<file path="src/sv/two_beam_direction_counter_defines.svh">
// Assertion helpers, clocked on clk and quiet while arst_n is low.
`ifndef TWO_BEAM_DIRECTION_COUNTER_DEFINES_SVH
`define TWO_BEAM_DIRECTION_COUNTER_DEFINES_SVH

// Same-cycle implication.
`define TBDC_ASSERT_NOW(lbl, ante, cons) \
	lbl: assert property (@(posedge clk) disable iff (!arst_n) (ante) |-> (cons)) \
		else $error("tbdc check failed");

// Next-cycle implication.
`define TBDC_ASSERT_NEXT(lbl, ante, cons) \
	lbl: assert property (@(posedge clk) disable iff (!arst_n) (ante) |=> (cons)) \
		else $error("tbdc check failed");

`endif

</file>
<file path="src/sv/tbdc_pkg.sv">
package tbdc_pkg;

	localparam int COUNT_BITS = 16;
	localparam int TIME_BITS  = 32;

	localparam logic [15:0] TIMEOUT_RESET  = 16'd500;
	localparam logic [15:0] COOLDOWN_RESET = 16'd300;

	localparam int ADDR_BITS = 3;
	localparam logic REG_TIMEOUT  = 1'b0;
	localparam logic REG_COOLDOWN = 1'b1;

	typedef enum logic [1:0] {
		PH_IDLE  = 2'd0,
		PH_OUTER = 2'd1,
		PH_INNER = 2'd2
	} phase_t;

	typedef struct packed {
		logic [31:0] now_ms;
		logic        outer_level;
		logic        inner_level;
	} sample_t;

	typedef struct packed {
		logic [15:0] occupant_count;
		logic [15:0] entry_total;
		logic [15:0] exit_total;
		logic        entry_seen;
		logic        exit_seen;
		logic [1:0]  phase_now;
	} result_t;

	typedef struct packed {
		logic [15:0] timeout_ms;
		logic [15:0] cooldown_ms;
	} cfg_t;

endpackage

</file>
<file path="src/sv/tbdc_cfg.sv">
module tbdc_cfg import tbdc_pkg::*; (
	input  logic                 clk,
	input  logic                 arst_n,
	input  logic                 psel,
	input  logic                 penable,
	input  logic                 pwrite,
	input  logic [ADDR_BITS-1:0] paddr,
	input  logic [31:0]          pwdata,
	output logic [31:0]          prdata,
	output logic                 pready,
	output cfg_t                 cfg
);

	logic [15:0] timeout_q;
	logic [15:0] cooldown_q;
	logic        wr_en;
	logic        reg_sel;

	assign pready  = 1'b1;
	assign reg_sel = paddr[2];
	assign wr_en   = psel && penable && pwrite;

	always_ff @(posedge clk or negedge arst_n) begin
		if (!arst_n) begin
			timeout_q  <= TIMEOUT_RESET;
			cooldown_q <= COOLDOWN_RESET;
		end else if (wr_en) begin
			case (reg_sel)
				REG_TIMEOUT:  timeout_q  <= pwdata[15:0];
				REG_COOLDOWN: cooldown_q <= pwdata[15:0];
				default: ;
			endcase
		end
	end

	always_comb begin
		case (reg_sel)
			REG_TIMEOUT:  prdata = {16'd0, timeout_q};
			REG_COOLDOWN: prdata = {16'd0, cooldown_q};
			default:      prdata = 32'd0;
		endcase
	end

	assign cfg.timeout_ms  = timeout_q;
	assign cfg.cooldown_ms = cooldown_q;

endmodule

</file>
<file path="src/sv/tbdc_core.sv">
module tbdc_core import tbdc_pkg::*; (
	input  logic    clk,
	input  logic    arst_n,
	input  cfg_t    cfg,
	input  logic    step,
	input  sample_t sample_s1,
	output result_t result_q
);

	phase_t                phase_q, phase_d;
	logic                  prev_outer_q, prev_outer_d;
	logic                  prev_inner_q, prev_inner_d;
	logic [TIME_BITS-1:0]  arm_time_q, arm_time_d;
	logic [TIME_BITS-1:0]  pass_time_q, pass_time_d;
	logic [COUNT_BITS-1:0] occupants_q, occupants_d;
	logic [COUNT_BITS-1:0] entries_q, entries_d;
	logic [COUNT_BITS-1:0] exits_q, exits_d;

	logic [TIME_BITS-1:0]  now;
	logic [TIME_BITS-1:0]  since_pass;
	logic [TIME_BITS-1:0]  since_arm;
	logic                  live;
	logic                  outer_edge;
	logic                  inner_edge;
	logic                  expired;
	logic                  got_entry;
	logic                  got_exit;

	assign now        = TIME_BITS'(sample_s1.now_ms);
	assign since_pass = now - pass_time_q;
	assign since_arm  = now - arm_time_q;
	assign live       = since_pass >= TIME_BITS'(cfg.cooldown_ms);
	assign outer_edge = !sample_s1.outer_level && prev_outer_q;
	assign inner_edge = !sample_s1.inner_level && prev_inner_q;
	assign expired    = since_arm > TIME_BITS'(cfg.timeout_ms);

	always_comb begin
		phase_d      = phase_q;
		prev_outer_d = prev_outer_q;
		prev_inner_d = prev_inner_q;
		arm_time_d   = arm_time_q;
		pass_time_d  = pass_time_q;
		occupants_d  = occupants_q;
		entries_d    = entries_q;
		exits_d      = exits_q;
		got_entry    = 1'b0;
		got_exit     = 1'b0;
		// inside the cooldown window the sample is dropped, levels included
		if (live) begin
			prev_outer_d = sample_s1.outer_level;
			prev_inner_d = sample_s1.inner_level;
			case (phase_q)
				PH_OUTER: begin
					if (inner_edge) begin
						if (occupants_q != '1) occupants_d = occupants_q + 1'b1;
						if (entries_q != '1)   entries_d   = entries_q + 1'b1;
						pass_time_d = now;
						phase_d     = PH_IDLE;
						got_entry   = 1'b1;
					end else if (expired) begin
						phase_d = PH_IDLE;
					end
				end
				PH_INNER: begin
					if (outer_edge) begin
						// floor at zero, but still count the exit
						if (occupants_q != '0) occupants_d = occupants_q - 1'b1;
						if (exits_q != '1)     exits_d     = exits_q + 1'b1;
						pass_time_d = now;
						phase_d     = PH_IDLE;
						got_exit    = 1'b1;
					end else if (expired) begin
						phase_d = PH_IDLE;
					end
				end
				default: begin
					if (outer_edge) begin
						phase_d    = PH_OUTER;
						arm_time_d = now;
					end else if (inner_edge) begin
						phase_d    = PH_INNER;
						arm_time_d = now;
					end else begin
						phase_d = PH_IDLE;
					end
				end
			endcase
		end
	end

	always_ff @(posedge clk or negedge arst_n) begin
		if (!arst_n) begin
			phase_q      <= PH_IDLE;
			prev_outer_q <= 1'b1;
			prev_inner_q <= 1'b1;
			arm_time_q   <= '0;
			pass_time_q  <= '0;
			occupants_q  <= '0;
			entries_q    <= '0;
			exits_q      <= '0;
		end else if (step) begin
			phase_q      <= phase_d;
			prev_outer_q <= prev_outer_d;
			prev_inner_q <= prev_inner_d;
			arm_time_q   <= arm_time_d;
			pass_time_q  <= pass_time_d;
			occupants_q  <= occupants_d;
			entries_q    <= entries_d;
			exits_q      <= exits_d;
		end
	end

	// result word: payload only, no reset
	always_ff @(posedge clk) begin
		if (step) begin
			result_q.occupant_count <= 16'(occupants_d);
			result_q.entry_total    <= 16'(entries_d);
			result_q.exit_total     <= 16'(exits_d);
			result_q.entry_seen     <= got_entry;
			result_q.exit_seen      <= got_exit;
			result_q.phase_now      <= phase_d;
		end
	end

endmodule

</file>
<file path="src/sv/two_beam_direction_counter.sv">
// channel   direction  handshake                     word
// sample    in         sample_valid / sample_stall   sample_t (now_ms, outer, inner)
// result    out        result_valid / result_stall   result_t (counts, seen flags, phase)
// config    in         APB psel/penable/pwrite       timeout_ms @0x0, cooldown_ms @0x4
//
// One sample word per cycle sustained unless the result is held; each word goes to the
// input register, then through the step logic into the result register.
// The step is one pass over phase, edge and counter registers, so the next word
// sees this one's state at once. Reset clears phase and counters, sets last levels high.
// A held result stalls the sample side only when the input register is also full.
`include "two_beam_direction_counter_defines.svh"

module two_beam_direction_counter import tbdc_pkg::*; (
	input  logic                 clk,
	input  logic                 arst_n,
	input  logic                 sample_valid,
	output logic                 sample_stall,
	input  sample_t              sample,
	output logic                 result_valid,
	input  logic                 result_stall,
	output result_t              result,
	input  logic                 psel,
	input  logic                 penable,
	input  logic                 pwrite,
	input  logic [ADDR_BITS-1:0] paddr,
	input  logic [31:0]          pwdata,
	output logic [31:0]          prdata,
	output logic                 pready
);

	cfg_t    cfg;
	logic    valid_s1;
	sample_t sample_s1;
	logic    result_valid_q;
	logic    out_free;
	logic    step;

	assign out_free     = !result_valid_q || !result_stall;
	assign step         = valid_s1 && out_free;
	assign sample_stall = valid_s1 && !out_free;
	assign result_valid = result_valid_q;

	always_ff @(posedge clk or negedge arst_n) begin
		if (!arst_n) begin
			valid_s1       <= 1'b0;
			result_valid_q <= 1'b0;
		end else begin
			if (!sample_stall) valid_s1 <= sample_valid;
			if (out_free) result_valid_q <= valid_s1;
		end
	end

	// hold the word while the stage is stalled
	always_ff @(posedge clk) begin
		if (sample_valid && !sample_stall) sample_s1 <= sample;
	end

	tbdc_cfg u_cfg (
		.clk     (clk),
		.arst_n  (arst_n),
		.psel    (psel),
		.penable (penable),
		.pwrite  (pwrite),
		.paddr   (paddr),
		.pwdata  (pwdata),
		.prdata  (prdata),
		.pready  (pready),
		.cfg     (cfg)
	);

	tbdc_core u_core (
		.clk       (clk),
		.arst_n    (arst_n),
		.cfg       (cfg),
		.step      (step),
		.sample_s1 (sample_s1),
		.result_q  (result)
	);

	`TBDC_ASSERT_NOW(a_stall_only_when_full, sample_stall, valid_s1 && result_valid_q)
	`TBDC_ASSERT_NEXT(a_step_gives_result, step, result_valid_q)
	`TBDC_ASSERT_NOW(a_pass_returns_idle,
		result_valid_q && (result.entry_seen || result.exit_seen),
		result.phase_now == PH_IDLE)
	`TBDC_ASSERT_NOW(a_entry_counted, result_valid_q && result.entry_seen,
		result.entry_total != 16'd0)

endmodule
</file>
<file path="config.mk">
export PLATFORM = sky130hd
export DESIGN_NAME = two_beam_direction_counter
export DESIGN_NICKNAME = d
export VERILOG_FILES = /design/src/sv/tbdc_pkg.sv /design/src/sv/tbdc_cfg.sv /design/src/sv/tbdc_core.sv /design/src/sv/two_beam_direction_counter.sv
export VERILOG_INCLUDE_DIRS = /design/src /design/src/sv
export SDC_FILE = /design/constraint.sdc
export NUM_CORES = 1
export LEC_CHECK = 0
export BUFFER_PORTS_ARGS = -buffer_cell sky130_fd_sc_hd__buf_2
export CAP_MARGIN = 10
export CELL_PAD_IN_SITES_DETAIL_PLACEMENT = 1
export CELL_PAD_IN_SITES_GLOBAL_PLACEMENT = 1
export CORE_MARGIN = 2
export CORE_UTILIZATION = 42
export DETAILED_ROUTE_END_ITERATION = 10
export MAX_ROUTING_LAYER = met4
export PLACE_DENSITY_LB_ADDON = 0.2
export SYNTH_ARGS = -nofsm -noshare
export SYNTH_HDL_FRONTEND = slang
export SYNTH_SLANG_ARGS = --single-unit
</file>
<file path="constraint.sdc">
create_clock -name clk -period 4.6 [get_ports clk]
set_clock_uncertainty 0.2 [all_clocks]
set_input_delay 0 -clock clk [delete_from_list [all_inputs] [get_ports clk]]
set_output_delay 0 -clock clk [all_outputs]
set_load 0.05 [all_outputs]
</file>
# Word-level counts from Yosys, hierarchy flattened
# Cells that the tools add are included.
# Widths: inputs -> output; s select.
[op_classes]
n_addsub = 6
mul = 0
div = 0
magnitude_cmp = 2
eq_ne = 7
shift = 0
mux = 28
bitwise_logic = 2
reduce_logical = 25
[ops]
columns = ["operator", "count"]
rows = [
  ["$mux 16", 13],
  ["$pmux 32 s2", 2],
  ["$mux 32", 3],
  ["$sub 32x32->32", 2],
  ["$add 16x1->16 const B", 3],
  ["$ne 16x16->1 const B", 3],
  ["$ge 32x16->1", 1],
  ["$gt 32x16->1", 1],
  ["$pmux 16 s2", 1],
  ["$reduce_bool 16->1", 1],
  ["$sub 16x1->16 const B", 1],
  ["$mux 2", 6],
  ["$reduce_and 2->1", 5],
  ["$logic_and 1x1->1", 7],
  ["$logic_not 1->1", 6],
  ["$reduce_and 5->1", 1],
  ["$ne 2x1->1 const B", 2],
  ["$pmux 2 s2", 1],
  ["$reduce_and 4->1", 1],
  ["$reduce_bool 2->1", 2],
  ["$eq 2x1->1 const B", 1],
  ["$eq 2x2->1 const B", 1],
  ["$mux 1", 2],
  ["$not 1->1", 2],
  ["2 further kinds", 2],
]
[word_totals]
reg_bits = 236
latchBits = 0
ram_bits = 0
romBits = 0
input_bits = 76
output_inout_bits = 87
mem_count = 0

# Logic depth before layout (Yosys ltp)
# Gate-level depths: netlist of run 1.
[logic_depth]
ltp_word = 6
mapped_depth = 25
depth_no_buf = 24

# Modules after synthesis
# A second synthesis of run 1 with hierarchy kept.
[unflattened]
cells_unflattened = 1536
hier_area_um2 = 15453.6
[by_module_without_submodules]
columns = ["module", "n_inst", "cells_per_inst", "area_per_inst_um2", "seq_area_each_um2"]
rows = [
  ["tbdc_core", 1, 1389, 12729.7, 4466.8],
  ["tbdc_cfg", 1, 105, 1610.3, 813.3],
  ["two_beam_direction_counter", 1, 42, 1113.6, 1071.0],
]

# Least setup slack after synthesis of run 1
# Ideal clock, no wire load.
[synth_path]
path_kind = "register to register"
from = "register sample_s1[2] (netlist name)"
to = "register u_core.arm_time_q[10]"
t_arrival_ns = 4.784
required_time_ns = 4.275
setup_slack_ns = -0.510
path_stages_with_launch = 26
n_path_buf = 3
period_less_slack_ns = 5.110
path_cell_list = "edfxtp_1 inv_1 ha_1 inv_1 fa_1 a21o_1 a311o_1 o2111a_1 o21ai_1 nor2b_1 xnor2_1 ha_1 a21oi_1 nor2b_1 o21ai_0 o211ai_1 a2111oi_0 o211ai_1 nor4_2 nand4_4 and2_4 buf_6 and3_4 buf_6 buf_6 mux2_4"
[synth_via]
elab_chain_cells = 3
[synth_lines]
columns = ["element", "line_no", "source"]
rows = [
  ["$sub 32x32->32", "tbdc_core.sv:30", "assign since_pass = now - pass_time_q;"],
  ["$ge 32x16->1", "tbdc_core.sv:32", "assign live = since_pass >= TIME_BITS'(cfg.cooldown_ms);"],
  ["$reduce_and 4->1 (no source line)", "-", ""],
  ["end signal, assigned", "tbdc_core.sv:105", "arm_time_q <= arm_time_d;"],
  ["end, declared", "tbdc_core.sv:13", "logic [TIME_BITS-1:0] arm_time_q, arm_time_d;"],
]
# No other way between the ends.
# A chain may end at the register's enable or synchronous reset.

# Worst setup path after layout of run 1
[layout_path]
from = "register sample_s1[2] (netlist name)"
to = "register u_core.result_q[34] in the netlist's numbering (data pin)"
[layout_via]
elab_chain_cells = 3
[layout_lines]
columns = ["element", "line_no", "source"]
rows = [
  ["$sub 32x32->32", "tbdc_core.sv:30", ""],
  ["$ge 32x16->1", "tbdc_core.sv:32", ""],
  ["$mux 16", "tbdc_core.sv:49", "if (live) begin"],
  ["net u_core.entries_d[14]", "tbdc_core.sv:16", "logic [COUNT_BITS-1:0] entries_q, entries_d;"],
  ["end, declared", "tbdc_core.sv:7", "output result_t result_q"],
]
# The timed path passes the listed nets, and every way through them passes these cells.

==> flow_summary.toml, run 1 <==
[power]
power_frac_comb_pct = 57.8
swShare_pct = 42.1
p_leak_nw = 9.87
internal_power_mw = 7.47
powerDensity_nw_per_um2 = 607
power_frac_clock_pct = 17.7
ir_drop_v = 0.000337
p_switching_mw = 5.43
p_seq_share_pct = 24.5

[worst_setup_path]
critPathRequiredTime_ns = 4.75
worstPathMaxFanout = 6
endpoint_kind = "flop"
start_kind = "flop"
worstPathArrival_ns = 5.58
path_class = "flop to flop"

[place]
gp_congestion = 0.884
place_area_um2 = 17600
port-buffer-count = 127
dp_slack_ns = -0.771
hpwl_mm = 33.3

[finish]
antenna_cells = 0
syn_to_final_growth_pct = 37.2
layout-drive-gt1-share_pct = 32.8
finalNetCount = 2139
layout_commonest_cell = "buf_4"
layout_common_cells = "buf_4, dfrtp_1, buf_2"
design_area_um2 = 21300
final_util_pct = 58.4

[drt]
drt_iter0_drc = 696
post_drt_via_cell_ratio = 5.60
postRouteAntennaNets = 0
drt_wl_total_mm = 54.3
num_vias = 13700
post_drt_wl_per_cell_um = 22.2
drc = 0
firstDrtPassIters = 5

[sta]
hold_violations = 0
timing.fmax_mhz = 184
slew-limit-headroom_pct = 25.9
drv_slew = 0
finalCritPeriodShare_pct = 118
finalWorstSetupSlack_ns = -0.827
rsz0062_at_grt = "true"
period_needed_ns = 5.43
worst_pin_slew_ns = 1.11
setup_viol = 168

[global_routing]
grt_pass1_vias = 14700
met1_usage_pct = 32.6
track_usage_pct = 27.0
grt_max_degree = 77
grt_pass1_wl_mm = 80.3
antenna_found_initial = 0
grt_use_met3_pct = 3.18
grt.overflow.total = 0
busiest_layer = "met2"
grt_util_met2_pct = 47.6

[clocking]
cts_made_buffers = 28
htreeDepth = 1
root_buffer = "clkbuf_16"
tritoncts = "built"
clk_path_buf_depth = 3
cts.sinks = 236
clk_pin_slew_ns = 0.07
clk_latency_ns = 0.61

[logic_synthesis]
synthCells = 1564
yosysSeqAreaShare_pct = 41.0
dominantRegCellSynth = "dfrtp_1"
synth_cell_type_count = 79
synth_area_um2 = 15500
ys_warn_count = 0
async_flop_share_pct = 63.6
synth-edff-count = 86
ys_ff_latch = 236
syn_avg_cell_area_um2 = 9.91

[floorplan]
fp-row-count = 70
die_area_um2 = 38400
core_area_um2 = 36400
io_pins = 163
start_util_pct = 42.5
dieWidth_um = 196
die_y_um = 196

[outcome]
outcome = "finished, violations left"
failed_checks = "setup timing"

[hold_path]
hp-class = "input pin to flop"

[job]
drv_cap = 0
[cells in the mapped netlist, drive strengths merged (4+ instances only)]
cell type | count | share of area (%)
a211o | 5 | 0.29
a211oi | 8 | 0.39
a21boi | 4 | 0.19
a21o | 41 | 2.0
a21oi | 98 | 3.2
a221oi | 5 | 0.28
a31o | 4 | 0.23
a31oi | 10 | 0.40
and2 | 20 | 0.82
and3 | 32 | 1.3
and4 | 7 | 0.40
buf | 29 | 1.4
clkbuf | 50 | 1.2
dfrtp | 138 | 22
dfstp | 12 | 2.0
edfxtp | 86 | 17
ha | 101 | 8.2
inv | 117 | 2.8
mux2 | 125 | 9.8
mux2i | 11 | 0.71
nand2 | 127 | 3.1
nand2b | 19 | 0.77
nand3 | 65 | 2.1
nand3b | 4 | 0.19
nand4 | 29 | 1.3
nand4b | 6 | 0.34
nor2 | 77 | 1.9
nor2b | 17 | 0.69
nor3 | 23 | 0.74
nor4 | 11 | 0.48
o2111ai | 8 | 0.45
o211ai | 15 | 0.73
o21a | 19 | 0.92
o21ai | 68 | 2.2
o21bai | 6 | 0.29
o22ai | 12 | 0.48
o311ai | 4 | 0.23
or2 | 6 | 0.24
or3 | 12 | 0.52
or4 | 5 | 0.24
xnor2 | 66 | 3.7
xor2 | 27 | 1.5
[final cells by class]
type / count / area [um2]
sequential: 236 / 6350
clock buffer: 39 / 792
clock inverter: 13 / 140
timing repair buffer: 430 / 3620
inverter: 117 / 442
fill: 3942 / 15200
multi-input combinational: 1147 / 9330
tap: 468 / 586
[repair_timing]
| action | CTS | global route |
|---|---|---|
| setup endpoints to repair | 168 | 168 |
| gates cloned | 6 | 6 |
| pin swaps | 49 | 27 |
| hold buffers | 97 | 0 |
| gates resized for setup | 173 | 85 |
| setup buffers | 30 | 19 |
| endpoints found under the hold margin | 161 | 0 |
[sequential cells by signal (all words and copies together), names as in the netlist, 2 cells and up]
signal and flops:
u_core.result_q 52, sample_s1 34, u_core.arm_time_q 32, u_core.pass_time_q 32, u_cfg.cooldown_q 16, u_cfg.timeout_q 16, u_core.entries_q 16, u_core.exits_q 16
u_core.occupants_q 16, u_core.phase_q 2
[kinds of logic (layout without fill, tap and decap cells)]
kind of cell	Yosys count	count (layout)	share of synthesized area [%]
adders and majority gates	103	103	8.41
AOI/OAI and AO/OA	334	334	14.0
xor gates and xnor gates	93	93	5.26
buffers and inverters	196	599	5.45
muxes	136	136	10.5
other	2	17	0.0485
DFF	236	236	41.0
and+or+nand+nor	464	464	15.3
[power groups by stage]
stage / Clock (mW) / Combinational (mW) / Sequential [mW]
floorplan: 0 / 4.23 / 3.20
global placement: 0 / 6.30 / 3.11
detailed placement: 0 / 6.50 / 3.14
CTS: 2.30 / 7.08 / 3.12
global route: 2.40 / 8.08 / 3.22
finish: 2.28 / 7.46 / 3.16
[worst max-delay path, cell delays in order (launching register included)]
cell and delay (ns):
edfxtp_1 0.45, inv_2 0.12, ha_4 0.15, inv_4 0.03, fa_2 0.36, a21o_1 0.21
a311o_1 0.34, buf_4 0.17, a21oi_4 0.16, o21ai_2 0.09, xor2_1 0.15, ha_1 0.32
nor2b_4 0.15, o21ai_2 0.16, o211ai_1 0.14, a2111oi_2 0.30, o211ai_1 0.16, nor4_2 0.30
nand4_4 0.23, buf_6 0.20, buf_6 0.11, and2_4 0.19, nand4_1 0.14, mux2_4 0.32
[metrics by stage]
step	hold slack, ns	setup TNS, ns	instances	power [mW]
floorplan	-0.496	-3.20	1579	7.43
global placement	-0.0792	-55.33	2245	9.41
detailed placement	-0.0623	-91.03	2245	9.64
CTS	0.00395	-91.31	2428	12.5
global route	0.0249	-135.65	2450	13.7
finish	0.0200	-112.11	2450	12.9
[path summary, 6_finish.rpt]
path / startpoint / to / slack [ns] / cells after the start
setup reg to reg: sample_s1[2] / u_core.result_q[34] / -0.83 / 23
setup / recovery: sample_s1[2] / u_core.result_q[34] / -0.83 / 23
min in group asynchronous: arst_n / u_core.prev_outer_q / 0.32 / 3
max in group asynchronous: arst_n / u_core.pass_time_q[22] / 3.28 / 4
hold / removal: pwdata[13] / u_cfg.cooldown_q[13] / 0.02 / 3
hold reg to reg: u_cfg.timeout_q[13] / u_cfg.timeout_q[13] / 0.31 / 1
[routing by layer]
layer  share of wire (%)  wire (um)
met1                  42      22600
met2                  52      28200
met3                 3.4       1820
met4                 3.0       1620
met5                   0          0
Power figures use the tool's default switching activity.
==> run 2, diff against run 1 <==
==> constraint.sdc (replaced) <==
create_clock -name clk -period 4.6 [get_ports clk]
set_clock_uncertainty 0.2 [all_clocks]
set_input_delay 1.38 -clock clk [delete_from_list [all_inputs] [get_ports clk]]
set_output_delay 1.38 -clock clk [all_outputs]
set_load 0.05 [all_outputs]
==> run 2 against run 1 <==
Effect of this change:
- critical path type unchanged
- the flow still finishes with violations (setup timing)
- largest power group unchanged
- setup slack gained 0.22 ns
- sequential cell count is the same
- cell count shrank 2.9%
- die area is the same
==> flow_summary.toml, run 2 (synthesis results as in run 1) <==
[clocking]
clk_path_buf_depth = 3
cts.sinks = 236
tritoncts = "built"
htreeDepth = 1
root_buffer = "clkbuf_16"
cts_made_buffers = 29
clk_pin_slew_ns = 0.07
clk_latency_ns = 0.59

[sta]
rsz0062_at_grt = "true"
setup_viol = 168
worst_pin_slew_ns = 1.30
finalCritPeriodShare_pct = 113
tns_ns = -78.95
slew-limit-headroom_pct = 12.6
drv_slew = 0
finalWorstSetupSlack_ns = -0.606
hold_violations = 0
timing.fmax_mhz = 192
period_needed_ns = 5.21

[floorplan]
fp-row-count = 70
core_area_um2 = 36400
start_util_pct = 42.5
die_area_um2 = 38400
die_y_um = 196
io_pins = 163
dieWidth_um = 196

[global_routing]
grt_pass1_wl_mm = 75.4
grt_pass1_vias = 14000
antenna_found_initial = 1
track_usage_pct = 25.2
grt_max_degree = 78
grt.overflow.total = 0

[drt]
num_vias = 13400
drt_wl_total_mm = 50.7
drt_iter0_drc = 685
postRouteAntennaNets = 0
post_drt_via_cell_ratio = 5.62
firstDrtPassIters = 5
post_drt_wl_per_cell_um = 21.3
drc = 0

[power]
powerDensity_nw_per_um2 = 630
swShare_pct = 41.8
power_frac_comb_pct = 57.3
internal_power_mw = 7.45
ir_drop_v = 0.000450
power_frac_clock_pct = 18.1
totalPowerFinal_mw = 12.8
p_seq_share_pct = 24.5
p_leak_nw = 9.48
p_switching_mw = 5.34

[place]
gp_congestion = 0.917
hpwl_mm = 33.2
dp_slack_ns = -1.09
port-buffer-count = 127

[worst_setup_path]
worstPathMaxFanout = 8
reg2reg_slack_ns = -0.61
endpoint_kind = "flop"
path_class = "flop to flop"
start_kind = "flop"
rr_worst_depth = 26
worstPathArrival_ns = 5.35
critPathRequiredTime_ns = 4.74

[finish]
layout_commonest_cell = "buf_4"
top_regs = "u_core.result_q x52, sample_s1 x34"
layout-drive-gt1-share_pct = 34.7
largest_reg_flops = 52
finalNetCount = 2065
regMostFlops = "u_core.result_q"
final_util_pct = 55.7
syn_to_final_growth_pct = 31.0
layout_common_cells = "buf_4, dfrtp_1, buf_2"

[hold_path]
whs_path_depth = 1
hp-class = "flop to flop"

[outcome]
failed_checks = "setup timing"
outcome = "finished, violations left"

[job]
drv_cap = 0
## run 2: path summary, 6_finish.rpt
| path | start | endpoint |
|---|---|---|
| max in group asynchronous | arst_n | u_core.exits_q[4] |
| min in group asynchronous | arst_n | u_core.occupants_q[5] |
| max reg2reg | sample_s1[2] | u_core.result_q[36] |
| min reg2reg | u_cfg.timeout_q[11] | u_cfg.timeout_q[11] |
| max | sample_s1[2] | u_core.result_q[36] |
| min | u_cfg.timeout_q[11] | u_cfg.timeout_q[11] |
## run 2: worst max-delay path: stages (launching register included)
cell and delay, ns:
edfxtp_1 0.41, inv_2 0.10, ha_4 0.15, inv_2 0.04
fa_2 0.37, a21o_1 0.22, a311o_1 0.37, o2111a_1 0.18
o21ai_2 0.14, nor2b_4 0.16, xnor2_1 0.07, ha_2 0.18
a21oi_2 0.12, nor2b_1 0.06, o21ai_2 0.17, o211ai_1 0.13
a2111oi_2 0.23, buf_4 0.17, o211ai_1 0.10, nor4_2 0.17
buf_4 0.16, nand4_4 0.14, buf_6 0.19, buf_6 0.10
nor2b_4 0.14, clkbuf_16 0.19, mux2_2 0.27
## run 2: per-stage QoR
stage	cells	instance area (um2)	hold WS, ns
final	2378	20300	0.304
after global placement	2267	17800	0.284
after CTS	2344	19300	0.306
after global routing	2378	20300	0.329
after detailed placement	2267	17800	0.294
after floorplan	1579	15600	0.257
## run 2: area by class of cell
class,count,area [um2]
diodes,1,2.50
flip-flops and latches,236,6350
fillers,3980,16100
well taps,468,586
inverters,117,439
repair buffers,355,2840
clock buffers,40,838
multi-input cells,1147,9130
clock inverters,14,118
## run 2: timing repair
item                                    in CTS  in global routing
buffers inserted                            21                 29
endpoints found under the hold margin        0                  0
hold buffers                                 0                  0
endpoints found under the setup margin     168                168
pin swaps                                   26                 28
cloned                                       4                  8
resized for setup                           75                157
## run 2: power by group through the flow
stage | sequential [mW] | combinational (mW) | clock (mW)
2_1_floorplan | 3.20 | 4.23 | 0
3_3_place_gp | 3.11 | 6.34 | 0
3_5_place_dp | 3.13 | 6.54 | 0
4_1_cts | 3.11 | 6.84 | 2.35
5_1_grt | 3.21 | 7.97 | 2.43
6_report | 3.14 | 7.33 | 2.32
## run 2: layer usage
metal	vias to the layer above	global-route usage [%]	wire length (um)
met1	6723	31.0	21700
met2	285	44.0	25700
met5	-	-	0
li1	6240	-	-
met4	0	7.27	1610
met3	112	2.87	1680
